[src/rtl/sha1hs_pkg.sv]
// Shared types, constants and control structures of the SHA-1 stream core.
package sha1hs_pkg;

    typedef logic [31:0] word_t;

    localparam int NUM_WORDS = 5;
    localparam int ROUNDS    = 80;
    localparam int RND_W     = 7;

    localparam logic [1:0] CMD_ABSORB        = 2'd0;
    localparam logic [1:0] CMD_ABSORB_FINISH = 2'd1;
    localparam logic [1:0] CMD_FINISH        = 2'd2;

    localparam word_t IV0 = 32'h67452301;
    localparam word_t IV1 = 32'hEFCDAB89;
    localparam word_t IV2 = 32'h98BADCFE;
    localparam word_t IV3 = 32'h10325476;
    localparam word_t IV4 = 32'hC3D2E1F0;

    localparam word_t K0 = 32'h5A827999;
    localparam word_t K1 = 32'h6ED9EBA1;
    localparam word_t K2 = 32'h8F1BBCDC;
    localparam word_t K3 = 32'hCA62C1D6;

    localparam logic [7:0] PAD_BYTE = 8'h80;

    typedef struct packed {
        logic       shift_byte;
        logic [7:0] byte_in;
        logic       step;
        logic       expand;
    } buf_ctl_t;

    typedef struct packed {
        logic             load;
        logic             step;
        logic [RND_W-1:0] rnd;
        logic             fold;
        logic             reinit;
    } rnd_ctl_t;

endpackage

[src/rtl/sha1hs_msg_buf.sv]
// Block buffer and message schedule: a 512-bit line fed by bytes, stepped by words.
module sha1hs_msg_buf
    import sha1hs_pkg::*;
(
    input  logic     clk,
    input  buf_ctl_t ctl,
    output word_t    w_t
);

    logic [511:0] line_reg;
    logic [511:0] line_next;
    word_t        mix;

    assign mix = line_reg[2*32 +: 32] ^ line_reg[7*32 +: 32]
               ^ line_reg[13*32 +: 32] ^ line_reg[15*32 +: 32];

    assign w_t = ctl.expand ? {mix[30:0], mix[31]} : line_reg[15*32 +: 32];

    always_comb
    begin
        if (ctl.shift_byte)
        begin
            line_next = {line_reg[503:0], ctl.byte_in};
        end
        else if (ctl.step)
        begin
            line_next = {line_reg[479:0], w_t};
        end
        else
        begin
            line_next = line_reg;
        end
    end

    always_ff @(posedge clk)
    begin
        line_reg <= line_next;
    end

endmodule

[src/rtl/sha1hs_round.sv]
// Shared SHA-1 round unit with working variables and chaining words.
module sha1hs_round
    import sha1hs_pkg::*;
(
    input  logic     clk,
    input  logic     rst_n,
    input  rnd_ctl_t ctl,
    input  word_t    w_t,
    output word_t    chain [NUM_WORDS]
);

    word_t chain_reg [NUM_WORDS];
    word_t a_reg;
    word_t b_reg;
    word_t c_reg;
    word_t d_reg;
    word_t e_reg;
    word_t f_val;
    word_t k_val;
    word_t t_val;

    always_comb
    begin
        if (ctl.rnd inside {[7'd0:7'd19]})
        begin
            f_val = (b_reg & c_reg) | (~b_reg & d_reg);
            k_val = K0;
        end
        else if (ctl.rnd inside {[7'd20:7'd39]})
        begin
            f_val = b_reg ^ c_reg ^ d_reg;
            k_val = K1;
        end
        else if (ctl.rnd inside {[7'd40:7'd59]})
        begin
            f_val = (b_reg & c_reg) | (b_reg & d_reg) | (c_reg & d_reg);
            k_val = K2;
        end
        else
        begin
            f_val = b_reg ^ c_reg ^ d_reg;
            k_val = K3;
        end
    end

    assign t_val = {a_reg[26:0], a_reg[31:27]} + f_val + e_reg + k_val + w_t;

    always_ff @(posedge clk)
    begin
        if (ctl.load)
        begin
            a_reg <= chain_reg[0];
            b_reg <= chain_reg[1];
            c_reg <= chain_reg[2];
            d_reg <= chain_reg[3];
            e_reg <= chain_reg[4];
        end
        else if (ctl.step)
        begin
            a_reg <= t_val;
            b_reg <= a_reg;
            c_reg <= {b_reg[1:0], b_reg[31:2]};
            d_reg <= c_reg;
            e_reg <= d_reg;
        end
    end

    always_ff @(posedge clk or negedge rst_n)
    begin
        if (!rst_n)
        begin
            chain_reg[0] <= IV0;
            chain_reg[1] <= IV1;
            chain_reg[2] <= IV2;
            chain_reg[3] <= IV3;
            chain_reg[4] <= IV4;
        end
        else if (ctl.reinit)
        begin
            chain_reg[0] <= IV0;
            chain_reg[1] <= IV1;
            chain_reg[2] <= IV2;
            chain_reg[3] <= IV3;
            chain_reg[4] <= IV4;
        end
        else if (ctl.fold)
        begin
            chain_reg[0] <= chain_reg[0] + a_reg;
            chain_reg[1] <= chain_reg[1] + b_reg;
            chain_reg[2] <= chain_reg[2] + c_reg;
            chain_reg[3] <= chain_reg[3] + d_reg;
            chain_reg[4] <= chain_reg[4] + e_reg;
        end
    end

    assign chain = chain_reg;

endmodule

[src/rtl/sha1_hash_stream_core.sv]
// Top level of the SHA-1 byte stream hashing core with its sequencer.
//
// The slave channel takes one beat per message byte: tuser holds the command
// (absorb, absorb then finish, or finish alone) and tdata the byte. The master
// channel returns the digest as five beats of 32 bits, word 0 first, with the
// word index on tuser and tlast on the fifth beat.
// An absorbed byte is shifted into the block buffer. The byte that fills a 64-byte
// block starts the single round unit, which runs the 80 rounds and then folds
// the result into the chaining words while no byte is taken. A finish writes
// the padding and length byte by byte up to the end of the block and
// compresses it, and a second block when the length spills into one. After
// the last fold the emit state loads the first digest beat into the output
// register.
// tready is high only while the core waits for a byte. A stalled receiver
// holds the digest beat in its output register and the core simply waits.
// After the fifth beat the chaining words return to their initial values.
// Reset clears the byte count and bit length and loads the initial chaining
// words; the block buffer holds no defined value until it is written.
module sha1_hash_stream_core
    import sha1hs_pkg::*;
(
    input  logic        clk,
    input  logic        rst_n,
    input  logic        s_axis_tvalid,
    output logic        s_axis_tready,
    input  logic [7:0]  s_axis_tdata,   // data_byte
    input  logic [1:0]  s_axis_tuser,   // cmd
    output logic        m_axis_tvalid,
    input  logic        m_axis_tready,
    output logic [31:0] m_axis_tdata,   // digest_word
    output logic [2:0]  m_axis_tuser,   // word_index
    output logic        m_axis_tlast
);

    typedef enum logic [2:0] {
        ST_IDLE,
        ST_ROUND,
        ST_FOLD,
        ST_PAD0,
        ST_PADZ,
        ST_LEN,
        ST_EMIT
    } state_t;

    state_t           state_reg;
    state_t           state_next;
    state_t           ret_reg;
    state_t           ret_next;
    logic [5:0]       fill_reg;
    logic [5:0]       fill_next;
    logic [63:0]      bitlen_reg;
    logic [63:0]      bitlen_next;
    logic [RND_W-1:0] rnd_reg;
    logic [RND_W-1:0] rnd_next;
    logic [2:0]       idx_reg;
    logic [2:0]       idx_next;
    logic [2:0]       idx_inc;
    logic             out_valid_reg;
    logic             out_valid_next;
    word_t            out_data_reg;
    word_t            out_data_next;
    logic             out_last_reg;
    logic             out_last_next;
    buf_ctl_t         bctl;
    rnd_ctl_t         rctl;
    word_t            w_t;
    word_t            chain [NUM_WORDS];

    sha1hs_msg_buf u_buf
    (
        .clk (clk),
        .ctl (bctl),
        .w_t (w_t)
    );

    sha1hs_round u_round
    (
        .clk   (clk),
        .rst_n (rst_n),
        .ctl   (rctl),
        .w_t   (w_t),
        .chain (chain)
    );

    assign idx_inc = idx_reg + 3'd1;

    always_comb
    begin
        state_next     = state_reg;
        ret_next       = ret_reg;
        fill_next      = fill_reg;
        bitlen_next    = bitlen_reg;
        rnd_next       = rnd_reg;
        idx_next       = idx_reg;
        out_valid_next = out_valid_reg;
        out_data_next  = out_data_reg;
        out_last_next  = out_last_reg;
        bctl           = '0;
        bctl.expand    = (rnd_reg >= RND_W'(16));
        rctl           = '0;
        rctl.rnd       = rnd_reg;

        case (state_reg)
            ST_IDLE:
            begin
                if (s_axis_tvalid)
                begin
                    case (s_axis_tuser)
                        CMD_ABSORB, CMD_ABSORB_FINISH:
                        begin
                            bctl.shift_byte = 1'b1;
                            bctl.byte_in    = s_axis_tdata;
                            fill_next       = fill_reg + 6'd1;
                            bitlen_next     = bitlen_reg + 64'd8;
                            if (fill_reg == 6'd63)
                            begin
                                rctl.load  = 1'b1;
                                rnd_next   = '0;
                                state_next = ST_ROUND;
                                ret_next   = (s_axis_tuser == CMD_ABSORB_FINISH) ?
                                             ST_PAD0 : ST_IDLE;
                            end
                            else if (s_axis_tuser == CMD_ABSORB_FINISH)
                            begin
                                state_next = ST_PAD0;
                            end
                        end
                        CMD_FINISH:
                        begin
                            state_next = ST_PAD0;
                        end
                        default:
                        begin
                            state_next = ST_IDLE;
                        end
                    endcase
                end
            end
            ST_ROUND:
            begin
                bctl.step = 1'b1;
                rctl.step = 1'b1;
                rnd_next  = rnd_reg + RND_W'(1);
                if (rnd_reg == RND_W'(ROUNDS - 1))
                begin
                    state_next = ST_FOLD;
                end
            end
            ST_FOLD:
            begin
                rctl.fold  = 1'b1;
                state_next = ret_reg;
            end
            ST_PAD0:
            begin
                bctl.shift_byte = 1'b1;
                bctl.byte_in    = PAD_BYTE;
                fill_next       = fill_reg + 6'd1;
                state_next      = ST_PADZ;
                if (fill_reg == 6'd63)
                begin
                    rctl.load  = 1'b1;
                    rnd_next   = '0;
                    state_next = ST_ROUND;
                    ret_next   = ST_PADZ;
                end
            end
            ST_PADZ:
            begin
                if (fill_reg == 6'd56)
                begin
                    state_next = ST_LEN;
                end
                else
                begin
                    bctl.shift_byte = 1'b1;
                    bctl.byte_in    = 8'h00;
                    fill_next       = fill_reg + 6'd1;
                    if (fill_reg == 6'd63)
                    begin
                        rctl.load  = 1'b1;
                        rnd_next   = '0;
                        state_next = ST_ROUND;
                        ret_next   = ST_PADZ;
                    end
                end
            end
            ST_LEN:
            begin
                bctl.shift_byte = 1'b1;
                bctl.byte_in    = bitlen_reg[63:56];
                bitlen_next     = {bitlen_reg[55:0], bitlen_reg[63:56]};
                fill_next       = fill_reg + 6'd1;
                if (fill_reg == 6'd63)
                begin
                    rctl.load  = 1'b1;
                    rnd_next   = '0;
                    state_next = ST_ROUND;
                    ret_next   = ST_EMIT;
                end
            end
            ST_EMIT:
            begin
                if (!out_valid_reg)
                begin
                    out_valid_next = 1'b1;
                    out_data_next  = chain[0];
                    out_last_next  = 1'b0;
                    idx_next       = '0;
                end
                else if (m_axis_tready)
                begin
                    if (out_last_reg)
                    begin
                        out_valid_next = 1'b0;
                        out_last_next  = 1'b0;
                        rctl.reinit    = 1'b1;
                        bitlen_next    = '0;
                        state_next     = ST_IDLE;
                    end
                    else
                    begin
                        out_data_next = chain[idx_inc];
                        out_last_next = (idx_inc == 3'(NUM_WORDS - 1));
                        idx_next      = idx_inc;
                    end
                end
            end
            default:
            begin
                state_next = ST_IDLE;
            end
        endcase
    end

    always_ff @(posedge clk or negedge rst_n)
    begin
        if (!rst_n)
        begin
            state_reg     <= ST_IDLE;
            ret_reg       <= ST_IDLE;
            fill_reg      <= '0;
            bitlen_reg    <= '0;
            rnd_reg       <= '0;
            idx_reg       <= '0;
            out_valid_reg <= 1'b0;
            out_last_reg  <= 1'b0;
        end
        else
        begin
            state_reg     <= state_next;
            ret_reg       <= ret_next;
            fill_reg      <= fill_next;
            bitlen_reg    <= bitlen_next;
            rnd_reg       <= rnd_next;
            idx_reg       <= idx_next;
            out_valid_reg <= out_valid_next;
            out_last_reg  <= out_last_next;
        end
    end

    always_ff @(posedge clk)
    begin
        out_data_reg <= out_data_next;
    end

    assign s_axis_tready = (state_reg == ST_IDLE);
    assign m_axis_tvalid = out_valid_reg;
    assign m_axis_tdata  = out_data_reg;
    assign m_axis_tuser  = idx_reg;
    assign m_axis_tlast  = out_last_reg;

endmodule

[config.mk]
export PLATFORM = sky130hd
export DESIGN_NAME = sha1_hash_stream_core
export DESIGN_NICKNAME = d
export VERILOG_FILES = /design/src/rtl/sha1hs_pkg.sv /design/src/rtl/sha1hs_msg_buf.sv /design/src/rtl/sha1hs_round.sv /design/src/rtl/sha1_hash_stream_core.sv
export SDC_FILE = /design/constraint.sdc
export NUM_CORES = 2
export LEC_CHECK = 0
export ABC_AREA = 0
export BUFFER_PORTS_ARGS = -buffer_cell sky130_fd_sc_hd__buf_4
export CORE_ASPECT_RATIO = 1.4
export CORE_MARGIN = 2
export CORE_UTILIZATION = 48
export DETAILED_ROUTE_END_ITERATION = 10
export GPL_TIMING_DRIVEN = 0
export PLACE_DENSITY_LB_ADDON = 0.05
export RECOVER_POWER = 100
export SYNTH_ARGS = -nofsm -noshare
export SYNTH_HDL_FRONTEND = slang
export SYNTH_HIERARCHICAL = 1
export SYNTH_SLANG_ARGS = --single-unit
[constraint.sdc]
create_clock -name clk -period 10.2 [get_ports clk]
set_clock_uncertainty 0.05 [all_clocks]
set_input_delay 0 -clock clk [delete_from_list [all_inputs] [get_ports clk]]
set_output_delay 0 -clock clk [all_outputs]
set_load 0.05 [all_outputs]
=== Yosys cells after proc, flatten, opt, wreduce, memory -nomap -nowiden ===
Index checks and enable logic that the tools add are counted.

* Reductions and logical operators: 21
* $add $sub $neg: 13
* Multiplexer cells: 86
* Bitwise gates (word level): 14
* Eq/ne operators: 24
* Order comparisons: 8

{| class="wikitable"
|+ Operator list
! kind !! number
|-
| $mux W512 || 2
|-
| $mux W32 || 21
|-
| $mux W160 || 2
|-
| $mux W64 || 5
|-
| $add A32 B32 Y32 || 9
|-
| $pmux W64 S3 || 1
|-
| $xor A32 B32 Y32 || 5
|-
| $and A32 B32 Y32 || 4
|-
| $bmux W32 S3 || 1
|-
| $or A32 B32 Y32 || 3
|-
| $add A64 B4 Y64 const B || 1
|-
| $mux W3 || 19
|-
| $pmux W9 S4 || 1
|-
| $not A32 Y32 || 1
|-
| $mux W31 || 1
|-
| $mux W7 || 4
|-
| $pmux W7 S4 || 1
|-
| $mux W9 || 3
|-
| $pmux W3 S7 || 1
|-
| $mux W6 || 3
|-
| $ne A2 B2 Y1 const B || 9
|-
| $pmux W6 S3 || 1
|-
| $reduce_and A6 Y1 || 3
|-
| $mux W1 || 16
|-
| other kinds (33) || 49
|}

* Register bits: 952
* Logic and storage cells: 186
* Bits of input ports: 14

=== Logic depth before layout (Yosys ltp) ===
* Depth after elaboration: 12
* Mapped depth: 24
* Mapped depth without buffers: 22

=== Cells and area by module ===
Netlist, hierarchy kept.

{| class="wikitable"
|+ Modules (own cells, without submodules)
! module !! area each (um^2) !! times used !! cells each
|-
| sha1hs_round || 25823.5 || 1 || 2623
|-
| sha1hs_msg_buf || 25539.5 || 1 || 1315
|-
| sha1_hash_stream_core || 7967.6 || 1 || 856
|}

=== Worst setup path before layout ===
Ideal clock, no wire load.

* Path kind: register -> register
* Start point: reg state_reg[1]
* End point: reg u_buf.line_reg[0] (enable)
* Arrival time: 8.335 ns
* Library setup time: 0.668 ns
* Cell stages (with the launch flop): 9
* Setup slack: 1.148 ns
* Path buffers: 4
* Path through: dfrtp_1 buf_2 nor3_2 nand3b_1 nand3_1 buf_6 buf_6 buf_6 or2_2

{| class="wikitable"
|+ RTL lines
! what !! RTL line !! RTL
|-
| start: declaration || sha1_hash_stream_core.sv:45 || <nowiki>state_t state_reg;</nowiki>
|-
| start signal: assignment || sha1_hash_stream_core.sv:251 || <nowiki>state_reg <= state_next;</nowiki>
|-
| end signal: assignment || sha1hs_msg_buf.sv:37 || <nowiki>line_reg <= line_next;</nowiki>
|-
| end: declaration || sha1hs_msg_buf.sv:10 || <nowiki>logic [511:0] line_reg;</nowiki>
|}

=== Worst setup path after layout ===
* Start point: reg rnd_reg[4]
* End point: reg u_round.a_reg[26], data pin

* Word-level cells in the longest chain between the ends: 11
* Elaborated cells between the ends (all ways): 23
* Classes of those cells: add/sub (4); order compare (7); mux (9); reduce/logical (3)

{| class="wikitable"
|+ RTL lines
! what !! RTL line !! RTL
|-
| start: declaration || sha1_hash_stream_core.sv:53 || <nowiki>logic [RND_W-1:0] rnd_reg;</nowiki>
|-
| start signal: assignment || sha1_hash_stream_core.sv:255 || <nowiki>rnd_reg <= rnd_next;</nowiki>
|-
| $ge A7 B6 Y1 / $le A7 B6 Y1 (equally long branches) || sha1hs_round.sv:34 || <nowiki>else if (ctl.rnd inside {[7'd40:7'd59]})</nowiki>
|-
| $logic_and A1 B1 Y1 || sha1hs_round.sv:34 ||
|-
| $mux W32 || sha1hs_round.sv:34 ||
|-
| $mux W32 || sha1hs_round.sv:29 || <nowiki>else if (ctl.rnd inside {[7'd20:7'd39]})</nowiki>
|-
| $mux W32 || sha1hs_round.sv:24 || <nowiki>if (ctl.rnd inside {[7'd0:7'd19]})</nowiki>
|-
| $add A32 B32 Y32 (3 in a row) || sha1hs_round.sv:46 || <nowiki>assign t_val = {a_reg[26:0], a_reg[31:27]} + f_val + e_reg + k_val + w_t;</nowiki>
|-
| $add A32 B32 Y32 (*) || sha1hs_round.sv:46 ||
|-
| $mux W32 (*) || sha1hs_round.sv:58 || <nowiki>else if (ctl.step)</nowiki>
|-
| $mux W32 (*) || sha1hs_round.sv:50 || <nowiki>if (ctl.load)</nowiki>
|-
| end signal: assignment || sha1hs_round.sv:52 || <nowiki>a_reg <= chain_reg[0];</nowiki>
|-
| end signal: assignment || sha1hs_round.sv:60 || <nowiki>a_reg <= t_val;</nowiki>
|-
| end: declaration || sha1hs_round.sv:13 || <nowiki>word_t a_reg;</nowiki>
|}

Mark *: on every way between the ends. The rest lies on a longest branch, timed or not. The select of a mux whose other input is x is not followed.
A chain may end at the register's enable or synchronous reset.

==> impl_metrics.json <==
{
  "final_common_cell": "edfxtp_1",
  "worstMarginPinSlew_ns": 5.25,
  "power_switching_mw": 1.76,
  "synth_top_area_share_pct": 35.6,
  "synth.area.top_cells": "edfxtp_1, mux2_4, dfrtp_1, fa_1, ha_1",
  "async_flop_share_pct": 26.1,
  "yosys_warnings": 6,
  "ys_ff_latch": 952,
  "synth_area_per_cell_sq_um": 12.4,
  "largest_reg_flops": 512,
  "grt_pass1_vias": 41729,
  "fin_tns_setup_ns": 0,
  "status": "complete, but fails checks",
  "power_frac_comb_pct": 0.4,
  "synthCells": 4794,
  "routed-via-count": 40953,
  "drv_slew": 703,
  "setup_viol": 0,
  "clockBufferDepth": 3,
  "ys_types": 115,
  "hp-class": "in -> reg",
  "critPathRequiredTime_ns": 10.64,
  "cts_setup_buffers": 0,
  "start_util_pct": 48.4,
  "cts_sinks": 952,
  "internal-power_mw": 6.45,
  "grt_max_degree": 93,
  "fp.coreArea_sq_um": 123000,
  "nFillCells": 11190,
  "hp-start": "m_axis_tready",
  "grt.busiest_layer": "met2",
  "clock_latency_ns": 0.75,
  "switching_share_pct": 21.4,
  "r2r_cells": 23,
  "remaining_drc_errors": 0,
  "drt_first_pass_iters": 6,
  "numCtsBuffers": 102,
  "synth_nets": 5133,
  "htree_num_levels": 3,
  "use_met3_pct": 3.70,
  "fmax_ghz": 0.105,
  "routedWlPerCell_microns": 30.6,
  "rrSetupSlack_ns": 0.71,
  "synth_ff_type": "edfxtp_1",
  "critPathArrivalTime_ns": 9.93,
  "synth_edf_count": 704,
  "rsz0062_at_grt": "no",
  "p_leak_nw": 25.1,
  "cts_tree": "done",
  "seq_power_share_pct": 50.2,
  "fin_crit_ns": 9.49,
  "synth_area_leader_cell": "edfxtp_1",
  "crit_path_start_kind": "flip-flop",
  "io_buffers": 51,
  "worst_hold_slack_ns": 0.177,
  "routabilityCongestion": 0.962,
  "min_to": "m_axis_tlast$_DFFE_PN0P_",
  "violations": "capacitance limit, slew limit",
  "dp_cells": 6480,
  "hold_depth": 4,
  "grt.overflow.total": 0,
  "fp-row-count": 152,
  "grt_first_pass_wirelength_microns": 292000,
  "path_class": "reg -> reg",
  "dieArea_sq_um": 126000,
  "grt_usage_pct": 32.3,
  "use_met2_pct": 56.1,
  "path_max_fanout": 10,
  "p_per_area_nw_per_um2": 130,
  "drive_gt1_share_pct": 10.4,
  "cts_resized": 0,
  "clkTransAtPathRegs_ns": 0.07,
  "met1_usage_pct": 37.1,
  "dp_hpwl_microns": 155000,
  "antenna_found_initial": 2,
  "ant_nets": 0,
  "r2r_end": "u_round/a_reg[26]$_DFFE_PP_",
  "drt_iter0_drc": 3589,
  "die_w_microns": 301,
  "r2r-start": "rnd_reg[4]$_DFFE_PN0P_",
  "ios": 52,
  "seq_area_frac_synth_pct": 46.3,
  "final_cell_mix": "edfxtp_1, mux2_1, nor2_1",
  "min_period_over_period_pct": 93.1,
  "finalNetCount": 5323,
  "die_h_microns": 420,
  "power_frac_clock_pct": 49.4,
  "maxCapViolations": 20,
  "ir_drop_mv": 0.150,
  "routed_via_density": 6.12,
  "synthesis.area_sq_um": 59300,
  "wl_microns": 205000,
  "final_cells": 6693,
  "end_kind": "flip-flop",
  "hold_violations": 0,
  "area_growth_pct": 6.08,
  "root_buffer": "clkbuf_16",
  "ctsHoldBuffers": 17,
  "relSlewSlack_pct": -250
}
==> cell families (layout without fill, tap and decap cells) <==
logic type / after synthesis / after routing / share of synthesized area [%]
XOR/XNOR: 263 / 263 / 3.88
AND/OR/NAND/NOR: 1010 / 1010 / 8.43
adder cells (fa/ha/maj): 325 / 325 / 8.44
AO/OA/AOI/OAI: 1098 / 1098 / 11.9
buffers and inverters: 450 / 730 / 4.49
other: 0 / 2 / 0
multiplexers: 696 / 696 / 16.6
flip-flops: 952 / 952 / 46.3
==> per-stage QoR <==
step                total power [mW]  util [%]  worst slack, ns  cell area (sq um)
floorplan                       4.20         -             1.15              59300
global placement                4.23      50.3            -1.97              61700
detailed placement              4.23      50.7             1.22              62200
CTS                             8.28      53.8             1.22              66000
global route                    8.41      51.3            0.524              62900
finish                          8.21      51.3            0.706              62900
==> cells in the mapped netlist (23+ instances only) <==
| master | count |
|---|---|
| a211oi_1 | 27 |
| a21o_1 | 84 |
| a21oi_1 | 298 |
| a22oi_1 | 60 |
| a31oi_1 | 27 |
| and3_1 | 31 |
| buf_12 | 54 |
| buf_2 | 25 |
| clkbuf_1 | 119 |
| dfrtp_1 | 168 |
| dfstp_2 | 80 |
| edfxtp_1 | 704 |
| fa_1 | 125 |
| ha_1 | 200 |
| inv_1 | 216 |
| mux2_2 | 101 |
| mux2_4 | 474 |
| mux2i_1 | 88 |
| mux4_2 | 32 |
| nand2_1 | 263 |
| nand2b_1 | 27 |
| nand3_1 | 69 |
| nand4_1 | 40 |
| nor2_1 | 338 |
| nor2b_1 | 31 |
| nor3_1 | 55 |
| nor3b_2 | 23 |
| o211ai_1 | 24 |
| o21a_1 | 24 |
| o21ai_0 | 267 |
| o21ai_1 | 42 |
| or3_1 | 25 |
| xnor2_1 | 130 |
| xor2_1 | 133 |
==> cell type report <==
cell class                 instances  area [sq um]  share of cell area (%)
antenna                            2          5.00                 0.00795
timing repair buffer              86           631                    1.00
inverter                         218           818                    1.30
clock buffer                     130          2750                    4.37
tap                             1617          2020                    3.21
clock inverter                    64           828                    1.32
multi-input combinational       3392         27500                    43.7
sequential                       952         27400                    43.6
buffer                           232           927                    1.47
==> critical path: stages (launching register included) <==
cell and delay (ns):
dfrtp_1 0.47, o21ai_0 0.26, or3_1 0.14, clkbuf_1 0.94
inv_1 0.58, nor2_1 0.92, inv_1 0.69, clkbuf_1 0.60
nor2_1 0.25, nor2_1 0.13, fa_1 0.51, fa_1 0.49
inv_1 0.04, ha_1 0.25, buf_2 0.20, nand3_1 0.14
or2_2 0.32, o31ai_2 0.57, a211oi_1 0.24, o31ai_1 0.64
nor2_1 0.17, a21oi_1 0.23, xor2_1 0.11, mux2_2 0.26
==> routing by layer <==
| layer | up-vias | part of all wire [%] |
|---|---|---|
| met5 | - | 0.0044 |
| met2 | 1418 | 50 |
| met4 | 2 | 7.7 |
| met3 | 458 | 4.9 |
| li1 | 18207 | - |
| met1 | 20868 | 37 |
==> power by group through the flow <==
| stage | Clock, mW | Combinational [mW] | Sequential (mW) |
|---|---|---|---|
| floorplan | 0 | 0.00110 | 4.20 |
| global placement | 0 | 0.0309 | 4.20 |
| detailed placement | 0 | 0.0357 | 4.20 |
| CTS | 4.12 | 0.0417 | 4.12 |
| global route | 4.26 | 0.0393 | 4.11 |
| finish | 4.05 | 0.0351 | 4.12 |
==> worst max-delay path by stage <==
stage	cells past startpoint	from	endpoint
final	23	rnd_reg[4]$_DFFE_PN0P_	u_round/a_reg[26]$_DFFE_PP_
after global routing	23	rnd_reg[4]$_DFFE_PN0P_	u_round/a_reg[26]$_DFFE_PP_
after CTS	23	rnd_reg[4]$_DFFE_PN0P_	u_round/a_reg[26]$_DFFE_PP_
after detailed placement	23	rnd_reg[4]$_DFFE_PN0P_	u_round/a_reg[26]$_DFFE_PP_
after global placement	8	state_reg[1]$_DFFE_PN0P_	u_buf/line_reg[196]$_DFFE_PP_
after floorplan	8	state_reg[1]$_DFFE_PN0P_	u_buf/line_reg[0]$_DFFE_PP_
No activity file was read; power rests on OpenSTA's default activity.
